**config.mk**
```make
export PLATFORM = sky130hd
export DESIGN_NAME = trial_division_factorizer
export DESIGN_NICKNAME = d
export VERILOG_FILES = /design/src/design/tdf_pkg.sv /design/src/design/trial_division_factorizer.sv /design/src/design/tdf_divider.sv
export SDC_FILE = /design/constraint.sdc
export NUM_CORES = 1
export LEC_CHECK = 0
export BUFFER_PORTS_ARGS = -buffer_cell sky130_fd_sc_hd__buf_2
export CORE_UTILIZATION = 50
export DETAILED_ROUTE_END_ITERATION = 6
export GPL_TIMING_DRIVEN = 0
export PLACE_DENSITY = 0.7
export SETUP_SLACK_MARGIN = 0.5
export SYNTH_ARGS = -nofsm -noshare
export SYNTH_HDL_FRONTEND = slang
export SYNTH_SLANG_ARGS = --single-unit
```
**constraint.sdc**
```tcl
create_clock -name i_clk -period 5.88 [get_ports i_clk]
set_input_delay 1.764 -clock i_clk [delete_from_list [all_inputs] [get_ports i_clk]]
set_output_delay 1.764 -clock i_clk [all_outputs]
set_load 0.005 [all_outputs]
```
**src/design/tdf_pkg.sv**
```systemverilog
`timescale 1ns / 1ps
// ----------------------------------------------------------------------------
// tdf_pkg: shared types and constants for the trial-division factorizer
// Result kinds, sequencer states and fixed field widths.
// ----------------------------------------------------------------------------
package tdf_pkg;

    localparam int WORD_BITS_DEF = 32;
    localparam int VALUE_BITS    = 32;
    localparam int FACTOR_BITS   = 31;
    localparam int MAX_RESULTS   = 30;
    localparam int CNT_BITS      = $clog2(MAX_RESULTS);

    typedef enum logic [1:0] {
        KIND_OUT    = 2'd0,
        KIND_PRIME  = 2'd1,
        KIND_FACTOR = 2'd2
    } t_kind;

    typedef enum logic [1:0] {
        S_IDLE,
        S_LOAD,
        S_WAIT
    } t_state;

endpackage

```
**src/design/trial_division_factorizer.sv**
```systemverilog
`timescale 1ns / 1ps
// ----------------------------------------------------------------------------
// trial_division_factorizer: prime factorization by trial division
// Classifies a signed word and emits its prime factors in ascending order.
//
//   channel  | ports                          | handshake
//   ---------+--------------------------------+-------------------------------
//   input    | i_value                        | start high, busy low
//   result   | o_kind, o_factor, o_last       | o_valid, one cycle, no stall
//
// A value of 1 or less gives its result in the cycle after the start; busy stays
// low. Otherwise the sequencer loads and then runs the divider once per trial
// divisor, one trial per factor plus one per divisor up to the larger of the second
// largest prime factor and the square root of the largest. Reset is synchronous
// and idles the sequencer.
// Results cannot be stalled; busy falls with the final word on the result ports.
// ----------------------------------------------------------------------------
module trial_division_factorizer
    import tdf_pkg::*;
#(
    parameter int WORD_BITS = WORD_BITS_DEF
) (
    input  logic                   i_clk,
    input  logic                   i_rst_n,
    input  logic                   start,
    output logic                   busy,
    input  logic [VALUE_BITS-1:0]  i_value,
    output logic                   o_valid,
    output logic [1:0]             o_kind,
    output logic [FACTOR_BITS-1:0] o_factor,
    output logic                   o_last
);

    t_state                 r_state, n_state;
    logic [WORD_BITS-1:0]   r_n, n_n;
    logic [WORD_BITS-1:0]   r_d, n_d;
    logic [CNT_BITS-1:0]    r_cnt, n_cnt;
    logic                   r_valid, n_valid;
    t_kind                  r_kind, n_kind;
    logic [FACTOR_BITS-1:0] r_factor, n_factor;
    logic                   r_last, n_last;

    logic [WORD_BITS+VALUE_BITS-1:0]  w_val_ext;
    logic [WORD_BITS-1:0]             w_v;
    logic                             w_out_dom;
    logic [WORD_BITS+FACTOR_BITS-1:0] w_n_ext;
    logic [WORD_BITS+FACTOR_BITS-1:0] w_d_ext;
    logic                             w_accept;
    logic                             w_div_done;
    logic [WORD_BITS-1:0]             w_quo;
    logic [WORD_BITS-1:0]             w_rem;

    assign w_val_ext = {{WORD_BITS{i_value[VALUE_BITS-1]}}, i_value};
    assign w_v       = w_val_ext[WORD_BITS-1:0];
    assign w_out_dom = w_v[WORD_BITS-1] || (w_v[WORD_BITS-1:1] == '0);
    assign w_n_ext   = {{FACTOR_BITS{1'b0}}, r_n};
    assign w_d_ext   = {{FACTOR_BITS{1'b0}}, r_d};
    assign w_accept  = start && !busy;

    tdf_divider #(
        .WORD_BITS (WORD_BITS)
    ) u_div (
        .i_clk       (i_clk),
        .i_rst_n     (i_rst_n),
        .i_start     (r_state == S_LOAD),
        .i_dividend  (r_n),
        .i_divisor   (r_d),
        .o_done      (w_div_done),
        .o_quotient  (w_quo),
        .o_remainder (w_rem)
    );

    always_comb begin
        n_state  = r_state;
        n_n      = r_n;
        n_d      = r_d;
        n_cnt    = r_cnt;
        n_valid  = 1'b0;
        n_kind   = r_kind;
        n_factor = r_factor;
        n_last   = r_last;
        case (r_state)
            S_IDLE: begin
                if (w_accept) begin
                    if (w_out_dom) begin
                        n_valid  = 1'b1;
                        n_kind   = KIND_OUT;
                        n_factor = '0;
                        n_last   = 1'b1;
                    end else begin
                        n_n     = w_v;
                        n_d     = WORD_BITS'(2);
                        n_cnt   = '0;
                        n_state = S_LOAD;
                    end
                end
            end
            S_LOAD: begin
                n_state = S_WAIT;
            end
            S_WAIT: begin
                if (w_div_done) begin
                    if ((r_d > w_quo) ||
                        ((w_rem == '0) && (r_cnt >= CNT_BITS'(MAX_RESULTS - 1)))) begin
                        n_valid = 1'b1;
                        n_last  = 1'b1;
                        if (r_cnt == '0) begin
                            n_kind   = KIND_PRIME;
                            n_factor = '0;
                        end else begin
                            n_kind   = KIND_FACTOR;
                            n_factor = w_n_ext[FACTOR_BITS-1:0];
                        end
                        n_state = S_IDLE;
                    end else if (w_rem == '0) begin
                        n_valid  = 1'b1;
                        n_last   = 1'b0;
                        n_kind   = KIND_FACTOR;
                        n_factor = w_d_ext[FACTOR_BITS-1:0];
                        n_n      = w_quo;
                        n_cnt    = r_cnt + 1'b1;
                        n_state  = S_LOAD;
                    end else begin
                        n_d     = r_d + 1'b1;
                        n_state = S_LOAD;
                    end
                end
            end
            default: begin
                n_state = S_IDLE;
            end
        endcase
    end

    always_ff @(posedge i_clk) begin
        if (!i_rst_n) begin
            r_state <= S_IDLE;
            r_valid <= 1'b0;
        end else begin
            r_state <= n_state;
            r_valid <= n_valid;
        end
        r_n      <= n_n;
        r_d      <= n_d;
        r_cnt    <= n_cnt;
        r_kind   <= n_kind;
        r_factor <= n_factor;
        r_last   <= n_last;
    end

    assign busy     = (r_state != S_IDLE);
    assign o_valid  = r_valid;
    assign o_kind   = r_kind;
    assign o_factor = r_factor;
    assign o_last   = r_last;

    a_prime_last: assert property (@(posedge i_clk) disable iff (!i_rst_n)
        o_valid && (o_kind != KIND_FACTOR) |-> o_last && (o_factor == '0))
        else $error("prime or out-of-domain word not final or has a factor");

    a_busy_end: assert property (@(posedge i_clk) disable iff (!i_rst_n)
        $fell(busy) && $past(i_rst_n) |-> o_valid && o_last)
        else $error("busy dropped without a final word");

    a_accept_busy: assert property (@(posedge i_clk) disable iff (!i_rst_n)
        w_accept && !w_out_dom |=> busy)
        else $error("in-domain start did not raise busy");

    a_idle_quiet: assert property (@(posedge i_clk) disable iff (!i_rst_n)
        !busy && !$past(w_accept) && $past(i_rst_n) && !$fell(busy) |-> !o_valid)
        else $error("result word while idle");

endmodule

```
**src/design/tdf_divider.sv**
```systemverilog
`timescale 1ns / 1ps
// ----------------------------------------------------------------------------
// tdf_divider: restoring divider, one quotient bit per cycle
// Loads on i_start, runs WORD_BITS steps, pulses o_done with quotient and
// remainder held until the next start.
// ----------------------------------------------------------------------------
module tdf_divider #(
    parameter int WORD_BITS = 32
) (
    input  logic                 i_clk,
    input  logic                 i_rst_n,
    input  logic                 i_start,
    input  logic [WORD_BITS-1:0] i_dividend,
    input  logic [WORD_BITS-1:0] i_divisor,
    output logic                 o_done,
    output logic [WORD_BITS-1:0] o_quotient,
    output logic [WORD_BITS-1:0] o_remainder
);

    localparam int CW = $clog2(WORD_BITS);

    logic                 r_run, n_run;
    logic                 r_done, n_done;
    logic [CW-1:0]        r_cnt, n_cnt;
    logic [WORD_BITS-1:0] r_acc, n_acc;
    logic [WORD_BITS-1:0] r_quo, n_quo;
    logic [WORD_BITS-1:0] r_dvs, n_dvs;
    logic [WORD_BITS:0]   w_trial;
    logic [WORD_BITS:0]   w_diff;

    assign w_trial = {r_acc, r_quo[WORD_BITS-1]};
    assign w_diff  = w_trial - {1'b0, r_dvs};

    always_comb begin
        n_run  = r_run;
        n_done = 1'b0;
        n_cnt  = r_cnt;
        n_acc  = r_acc;
        n_quo  = r_quo;
        n_dvs  = r_dvs;
        if (i_start) begin
            n_run = 1'b1;
            n_cnt = CW'(WORD_BITS - 1);
            n_acc = '0;
            n_quo = i_dividend;
            n_dvs = i_divisor;
        end else if (r_run) begin
            if (w_diff[WORD_BITS]) begin
                n_acc = w_trial[WORD_BITS-1:0];
                n_quo = {r_quo[WORD_BITS-2:0], 1'b0};
            end else begin
                n_acc = w_diff[WORD_BITS-1:0];
                n_quo = {r_quo[WORD_BITS-2:0], 1'b1};
            end
            if (r_cnt == '0) begin
                n_run  = 1'b0;
                n_done = 1'b1;
            end else begin
                n_cnt = r_cnt - 1'b1;
            end
        end
    end

    always_ff @(posedge i_clk) begin
        if (!i_rst_n) begin
            r_run  <= 1'b0;
            r_done <= 1'b0;
        end else begin
            r_run  <= n_run;
            r_done <= n_done;
        end
        r_cnt <= n_cnt;
        r_acc <= n_acc;
        r_quo <= n_quo;
        r_dvs <= n_dvs;
    end

    assign o_done      = r_done;
    assign o_quotient  = r_quo;
    assign o_remainder = r_acc;

endmodule

```
Yosys cells after proc, flatten, opt, wreduce, memory -nomap -nowiden

Cells that the tools add are included.

Output and inout port bits: 36
Bits in registers: 209
Logic and storage cells: 109
Bits of input ports: 35

Add/subtract/negate cells: 4
Eq/ne operators: 10
Reduce and logical (&&, ||, !) cells: 19
Muxes and demuxes: 57
$lt $le $gt $ge: 2
Bitwise logic cells: 3

Operator list:

| cell                                                     | number |
|---|---|
| two-way mux 32 bit                                       | 13 |
| two-way mux 31 bit                                       | 6 |
| case mux 32 bit (2 select lines)                         | 2 |
| case mux 31 bit (2 select lines)                         | 1 |
| subtractor 33 x 32 -> 33 bit                             | 1 |
| adder 32 x 1 -> 32 bit, second input constant            | 1 |
| > comparator 32 bit                                      | 1 |
| logical NOT 32 bit                                       | 1 |
| logical NOT 31 bit                                       | 1 |
| two-way mux 5 bit                                        | 5 |
| two-way mux 2 bit                                        | 9 |
| two-way mux 1 bit                                        | 16 |
| inequality test 2 bit, second input constant             | 6 |
| AND reduction 6 bit                                      | 2 |
| logical NOT 5 bit                                        | 2 |
| case mux 5 bit (2 select lines)                          | 1 |
| case mux 2 bit (3 select lines)                          | 1 |
| nonzero test 2 bit                                       | 3 |
| adder 5 x 1 -> 5 bit, second input constant              | 1 |
| greater-or-equal comparator 5 bit, second input constant | 1 |
| AND reduction 5 bit                                      | 1 |
| subtractor 5 x 1 -> 5 bit, second input constant         | 1 |
| case mux 1 bit (2 select lines)                          | 2 |
| case mux 2 bit (2 select lines)                          | 1 |
| other kinds (12)                                         | 16 |

Logic depth before layout (Yosys ltp)

Gate-level depths: netlist of the first run.

Depth after elaboration: 6
Mapped depth: 13
Mapped depth without buffers: 12

Modules after synthesis

Synthesis of the first run repeated with hierarchy kept, for this count alone.

Cell total of the unflattened synthesis: 1139
Area total of the unflattened synthesis: 11795.1 sq um

By module, submodules not included:

| module                    | instances | cells each | seq. area each (sq um) | area each (sq um) |
|---|---|---|---|---|
| trial_division_factorizer | 1         | 583        | 3153.0                 | 6038.3 |
| tdf_divider               | 1         | 556        | 2702.6                 | 5756.8 |

Worst setup path before layout of the first run

Ideal clock, no wire load.

Path type: reg-to-reg
Start: register r_d[1]
End: register r_cnt[0], enable pin
Buffers on the path: 1
Arrival time: 5161 ps
Slack: 236 ps
Setup time: 483 ps
Required time: 5397 ps
Period minus slack after synthesis: 5644 ps
Stages on the path, launching flop included: 12
Cells stage by stage: edfxtp_1 ha_1 nor2b_1 o21a_1 o21ai_0 a21oi_1 o31ai_1 a211oi_1 a2111oi_0 clkbuf_1 nand3_1 o21ai_0

Longest elaborated chain between the ends: 4

Ends and longest elaborated chain:

| what                                   | line                             | text |
|---|---|---|
| start: declaration                     | trial_division_factorizer.sv:36  | `logic [WORD_BITS-1:0] r_d, n_d;` |
| start signal: assignment               | trial_division_factorizer.sv:144 | `r_d <= n_d;` |
| > comparator 32 bit                    | trial_division_factorizer.sv:103 | `if ((r_d > w_quo) \|\|` |
| logical OR 1 bit                       | trial_division_factorizer.sv:103 |  |
| inequality test 2 bit (no source line) | -                                |  |
| AND reduction 6 bit (no source line)   | -                                |  |
| end signal: assignment                 | trial_division_factorizer.sv:145 | `r_cnt <= n_cnt;` |
| end: declaration                       | trial_division_factorizer.sv:37  | `logic [CNT_BITS-1:0] r_cnt, n_cnt;` |

Every way passes these cells.
A chain may end at the register's enable or synchronous reset.

Worst setup path after layout of the first run

Start: register r_d[12]
End: register r_n[11], enable pin

Longest elaborated chain between the ends: 4

Ends and longest elaborated chain:

| what                                   | line                             | text |
|---|---|---|
| > comparator 32 bit                    | trial_division_factorizer.sv:103 |  |
| logical OR 1 bit                       | trial_division_factorizer.sv:103 |  |
| inequality test 2 bit (no source line) | -                                |  |
| AND reduction 6 bit (no source line)   | -                                |  |
| end signal: assignment                 | trial_division_factorizer.sv:143 | `r_n <= n_n;` |
| end: declaration                       | trial_division_factorizer.sv:35  | `logic [WORD_BITS-1:0] r_n, n_n;` |

Every way passes these cells.

==> flow_summary.ini, run 1 <==
[yosys]
synth_edf_count = 167
yosysTopAreaCellShare_pct = 43.5
yosysMostFrequentCell = edfxtp_1
ys_seq_area_share_pct = 50.7
yosys_warnings = 0
synth_top_area_cell = edfxtp_1
syn_area_um2 = 11500
syn_area_per_cell_um2 = 9.87
synthDistinctLibCells = 59
yosys-top-cells-count = edfxtp_1 (167), nand2_1 (154), o21ai_0 (135), inv_1 (82), ha_1 (69)
syn_nets = 1274
ys_ff_latch = 209
syn_inst = 1169
synthArstFlopShare_pct = 0
synth-main-ff-cell = edfxtp_1
synthTopCellsByArea = edfxtp_1 (43%), ha_1 (7.5%), dfxtp_1 (7.3%), o21ai_0 (5.9%), nand2_1 (5.0%)

[flow_run]
cap_violations = 0

[cts]
cts.clk_slew.worst_paths_ns = 0.06
cts_resized = 0
cts_buffers = 22
postCtsHoldBufs = 0
worstSkewPairLatency_ns = 0.50
htree_levels = 1
cts_buffer_depth = 3
post-cts-setup-buffers = 0
cts_root_buffer = clkbuf_16
cts_tree = built
cts_sinks = 209

[sta]
hold_viol_final = 0
final.setup_skew_ns = 0.0109
min_period_ns = 4.81
fin_crit_sh_pct = 81.9
maxSlewViolCount = 0
tightest_slew_ns = 1.07
fmax_ghz = 0.208
rsz0062_at_grt = no
setup_viol = 0
relSlewSlack_pct = 26.8
fin_tns_setup_ns = 0

[placed_design]
dp_hpwl_um = 21300
portBuffers = 70
post_dp_cell_area_um2 = 12400
globalplace.congestion = 0.904

[die]
die_y_um = 154
die-area_um2 = 23700
core_area_um2 = 22600
io_pins = 71
floorplan.initialDensity_pct = 51.0
die_w_um = 154
rows = 55

[detailed_routing]
first_pass_iters = 5
dr_total_vias = 9139
viasPerCell = 5.82
wl_per_cell_um = 18.2
ant_nets = 0
drc_errors = 0
dr.max_layer_used = met4
wirelength_um = 28600
wl_met1_um = 12300
met3_length_um = 1560
met2_length_um = 14200
drt_first_iter_violations = 672

[finish]
final_area_um2 = 13100
drive_above_1_share_pct = 9.42
fin_util_pct = 58.0
area_growth_pct = 13.8
fin_nets = 1373
antennaDiodeCount = 0

[worst_setup_path]
path_delay_family = compound AO/OA/AOI/OAI gates
critPathBufInv = 2
slowest_delay_ns = 0.93
cp-start-kind = register
worst-setup-path-type = reg -> reg
crit_fanout = 21
cp_data_required_time_ns = 6.09
critical_path.cell_chain = ha_1 > nand4_1 > nor4_1 > nand2b_1 > o211ai_1 > a41oi_1 > a2111oi_0 > clkbuf_1 > nand3_1 > o21ai_4 > buf_16
cp.arrival_ns = 5.02
critPathSlowestCell = a2111oi_0
endpoint_kind = register

[global_routing]
track_usage_pct = 24.4
antenna_found_initial = 0
grt.overflow.total = 0
grt_pass1_wl_um = 46200
grt_max_degree = 34
grt_pass1_vias = 8967

[min_path]
hold_class = reg -> reg

[power_and_ir_drop]
ir_worst_vdd_mv = 0.233
p_per_area_nw_per_um2 = 379
p_leak_nw = 5.10

[status]
status = completed
-- stage by stage --
step,setup slack [ns],hold slack [ns],power [mW],cells
6_report,1.07,0.458,4.98,1569
5_1_grt,0.850,0.502,5.25,1569
4_1_cts,1.14,0.461,4.99,1568
3_5_place_dp,1.16,0.444,3.55,1528
3_3_place_gp,-0.755,0.437,3.52,1524
2_1_floorplan,1.23,0.420,3.17,1169
-- final timing paths --
kind / slack, ns / depth (start not counted) / to / from
worst max register to register: 1.07 / 11 / r_n[11] / r_d[12]
worst min-delay path: 0.46 / 1 / u_div.o_done / u_div.r_cnt[4]
worst max-delay path: 1.07 / 11 / r_n[11] / r_d[12]
worst min register to register: 0.46 / 1 / u_div.o_done / u_div.r_cnt[4]
-- kinds of logic (layout without fill, tap and decap cells) --
| kind of cell | after synthesis | after routing | share of synthesized area, % |
|---|---|---|---|
| mux | 29 | 29 | 2.52 |
| simple gates | 376 | 376 | 15.1 |
| fa+ha+maj | 70 | 70 | 7.65 |
| xor+xnor | 61 | 61 | 4.79 |
| compound gates | 287 | 287 | 14.5 |
| flops | 209 | 209 | 50.7 |
| buf+inv | 137 | 252 | 4.75 |
-- cell usage in the layout (no fill, tap or decap), types with 6 or more instances in the layout --
master     instances
a211oi_1           7
a21o_1            14
a21oi_1           61
and2_1             6
and3_1            14
buf_2             73
clkbuf_1          53
clkbuf_16         24
dfxtp_1           42
edfxtp_1         167
ha_1              69
inv_1             82
mux2i_1           29
nand2_1          154
nand2b_1          10
nand3_1           52
nand4_1           23
nor2_1            66
nor2b_1            8
nor3_1            12
nor4_1            18
o21a_1             8
o21ai_0          133
o21ai_1           13
xnor2_1           31
xor2_1            29
-- routing by layer --
metal | vias to the layer above | GRT usage (%)
li1 | 4407 | -
met1 | 4386 | 31.7
met2 | 297 | 42.4
met3 | 49 | 2.76
met4 | 0 | 7.86
met5 | - | 0
-- area by class of cell --
type,count,area [um^2]
Fill cell,1900,9500
Sequential cell,209,5860
Multi-Input combinational cell,823,5160
Clock buffer,31,627
Timing Repair Buffer,75,473
Tap cell,285,357
Inverter,82,308
Buffer,55,241
Clock inverter,9,116
-- where the power goes --
group          total (mW)  switching [mW]  internal (mW)
registers            1.93           0.152           1.77
logic                1.62           0.924          0.700
clock network        1.43           0.559          0.874
total                4.98            1.64           3.35
-- registers in the layout, summed over array words and instances (netlist names), 2 cells and up --
| name | count |
|---|---|
| u_div.o_remainder | 32 |
| r_n | 32 |
| r_d | 32 |
| r_cnt | 5 |
| o_factor | 31 |
| u_div.o_quotient | 32 |
| r_state | 2 |
| o_kind | 2 |
| u_div.r_dvs | 32 |
| u_div.r_cnt | 5 |
No activity file was read; power rests on OpenSTA's default activity.
==> inputs of run 2 (changes only) <==
==> constraint.sdc (replaced) <==
create_clock -name i_clk -period 4.24 [get_ports i_clk]
set_input_delay 1.272 -clock i_clk [delete_from_list [all_inputs] [get_ports i_clk]]
set_output_delay 1.272 -clock i_clk [all_outputs]
set_load 0.005 [all_outputs]
==> run 2 against run 1 <==
Effect of this change:
- utilization grew 0.60 points
- clock-buffer cell count is 2 lower
- die area unchanged
- clock skew up 0.0048 ns
- via count barely moved
- critical path depth up 1
- worst hold slack gained 0.0034 ns
- final cell count is 0.83% higher
- maximum frequency rose by 32%
- sequential share of layout area shrank 0.46 points
- cell area rose by 1.0%
- clock power increased by 36%
==> flow_summary.ini, run 2 (synthesized netlist as in run 1, its figures left out) <==
[status]
status = completed

[die]
io_pins = 71
floorplan.initialDensity_pct = 51.0
rows = 55
die_y_um = 154
die_w_um = 154
die-area_um2 = 23700
core_area_um2 = 22600

[worst_setup_path]
critical_path.cell_chain = ha_1 > nand4_1 > nor3_1 > nand4_1 > nand2b_1 > o211ai_1 > a41oi_1 > a2111oi_4 > clkbuf_4 > nand3_2 > o21ai_4 > buf_12
cp_data_required_time_ns = 4.44
r2r_start = r_d[26]
worst-setup-path-type = reg -> reg
r2r_end = r_n[28]
crit_fanout = 19
cpMostUsedCell = nand4_1
reg2reg_slack_ns = 0.60
critPathSlowestCell = edfxtp_1
slowest_delay_ns = 0.52
endpoint_kind = register
critPathLaunch = r_d[26]
reg2regPathDepth = 12
cp-start-kind = register
cp.arrival_ns = 3.85

[placed_design]
pre_cts_ws_ns = -0.905
globalplace.congestion = 0.901
portBuffers = 70
dp_hpwl_um = 20600

[power_and_ir_drop]
p_per_area_nw_per_um2 = 530
p_switching_mw = 2.32
power_mw = 7.04
ir_worst_vdd_mv = 0.326
p_int_mw = 4.72
p_comb_share_pct = 34.4
clock_power_share_pct = 27.7
p_leak_nw = 5.17
switching_share_pct = 32.9
p_seq_share_pct = 37.9

[cts]
htree_levels = 1
cts.clk_slew.worst_paths_ns = 0.06
cts_tree = built
cts_sinks = 209
cts_buffers = 22
cts_buffer_depth = 3
worstSkewPairLatency_ns = 0.51
cts_root_buffer = clkbuf_16
postCtsHoldBufs = 0

[detailed_routing]
drt_first_iter_violations = 631
wl_per_cell_um = 18.0
first_pass_iters = 5
dr_total_vias = 9144
ant_nets = 0
drc_errors = 0
viasPerCell = 5.78
wirelength_um = 28500

[sta]
rsz0062_at_grt = no
relSlewSlack_pct = 7.42
min_period_ns = 3.64
final.setup_skew_ns = 0.0157
setup_viol = 0
worst_slack_ns = 0.597
hold_viol_final = 0
hold_ws_ns = 0.462
maxSlewViolCount = 0
fin_crit_sh_pct = 85.9
fin_tns_setup_ns = 0
tightest_slew_ns = 1.39
fmax_ghz = 0.275

[finish]
drive_above_1_share_pct = 10.7
fillCellCount = 1871
layout_common_cells = edfxtp_1 (167), nand2_1 (154), o21ai_0 (133), inv_1 (82), buf_2 (73)
fin_nets = 1386
final_common_cell = edfxtp_1
antennaDiodeCount = 0
area_growth_pct = 15.0
fin_util_pct = 58.6

[global_routing]
grt.overflow.total = 0
grt_pass1_wl_um = 45900
track_usage_pct = 24.2
antenna_found_initial = 0
grt_max_degree = 34
grt_pass1_vias = 8949

[min_path]
hold_start = u_div.r_cnt[4]
worstHoldEndpoint = u_div.r_cnt[4]
hold_class = reg -> reg
hold_path_depth = 2

[flow_run]
cap_violations = 0
-- run 2: area by class of cell --
| class | instances | area (um^2) | share of cell area (%) |
|---|---|---|---|
| clock inverter | 11 | 125 | 0.943 |
| multi-input combinational | 824 | 5210 | 39.2 |
| clock buffer | 29 | 598 | 4.51 |
| inverter | 82 | 308 | 2.32 |
| timing repair buffer | 87 | 578 | 4.35 |
| buffer | 55 | 246 | 1.86 |
| sequential | 209 | 5860 | 44.1 |
| tap | 285 | 357 | 2.69 |
-- run 2: critical path: cells and delay by family, from the launching register on --
kind,cells,cell delay [ns]
buf+inv,2,0.49
compound gates,4,0.83
flops,1,0.52
simple gates,5,1.11
fa+ha+maj,1,0.37
-- run 2: power by group through the flow --
stage | registers, mW | logic (mW) | clock network [mW]
after floorplan | 2.65 | 1.75 | 0
after detailed placement | 2.71 | 2.22 | 0
after CTS | 2.66 | 2.29 | 1.97
after global routing | 2.70 | 2.65 | 2.04
final | 2.67 | 2.42 | 1.95
after global placement | 2.71 | 2.18 | 0
-- run 2: worst max-delay path by stage --
stage	slack, ns	cells after the start	endpoint
floorplan	0.60	9	r_d[0]
global placement	-0.82	11	r_n[9]
detailed placement	-0.91	11	r_n[13]
CTS	0.50	12	r_n[27]
global route	0.48	12	r_n[3]
finish	0.60	12	r_n[28]
-- run 2: timing repair --
| action | CTS | global route |
|---|---|---|
| pin swaps | 5 | 2 |
| endpoints found under the setup margin | 100 | 75 |
| resized for setup | 8 | 1 |
| endpoints found under the hold margin | 0 | 0 |
| setup buffers | 6 | 7 |
| cloned | 1 | 1 |
-- run 2: metal layers --
layer | global-route usage, % | wire length, um
met5 | 0 | 0
met4 | 7.38 | 644
met3 | 2.54 | 1290
met2 | 42.1 | 14000
met1 | 31.8 | 12600
-- run 2: per-stage QoR --
step,instance area (um^2),instances
final,13300,1582
after global routing,13300,1582
after CTS,13200,1574
after detailed placement,12300,1527
after global placement,12300,1524
after floorplan,11600,1169
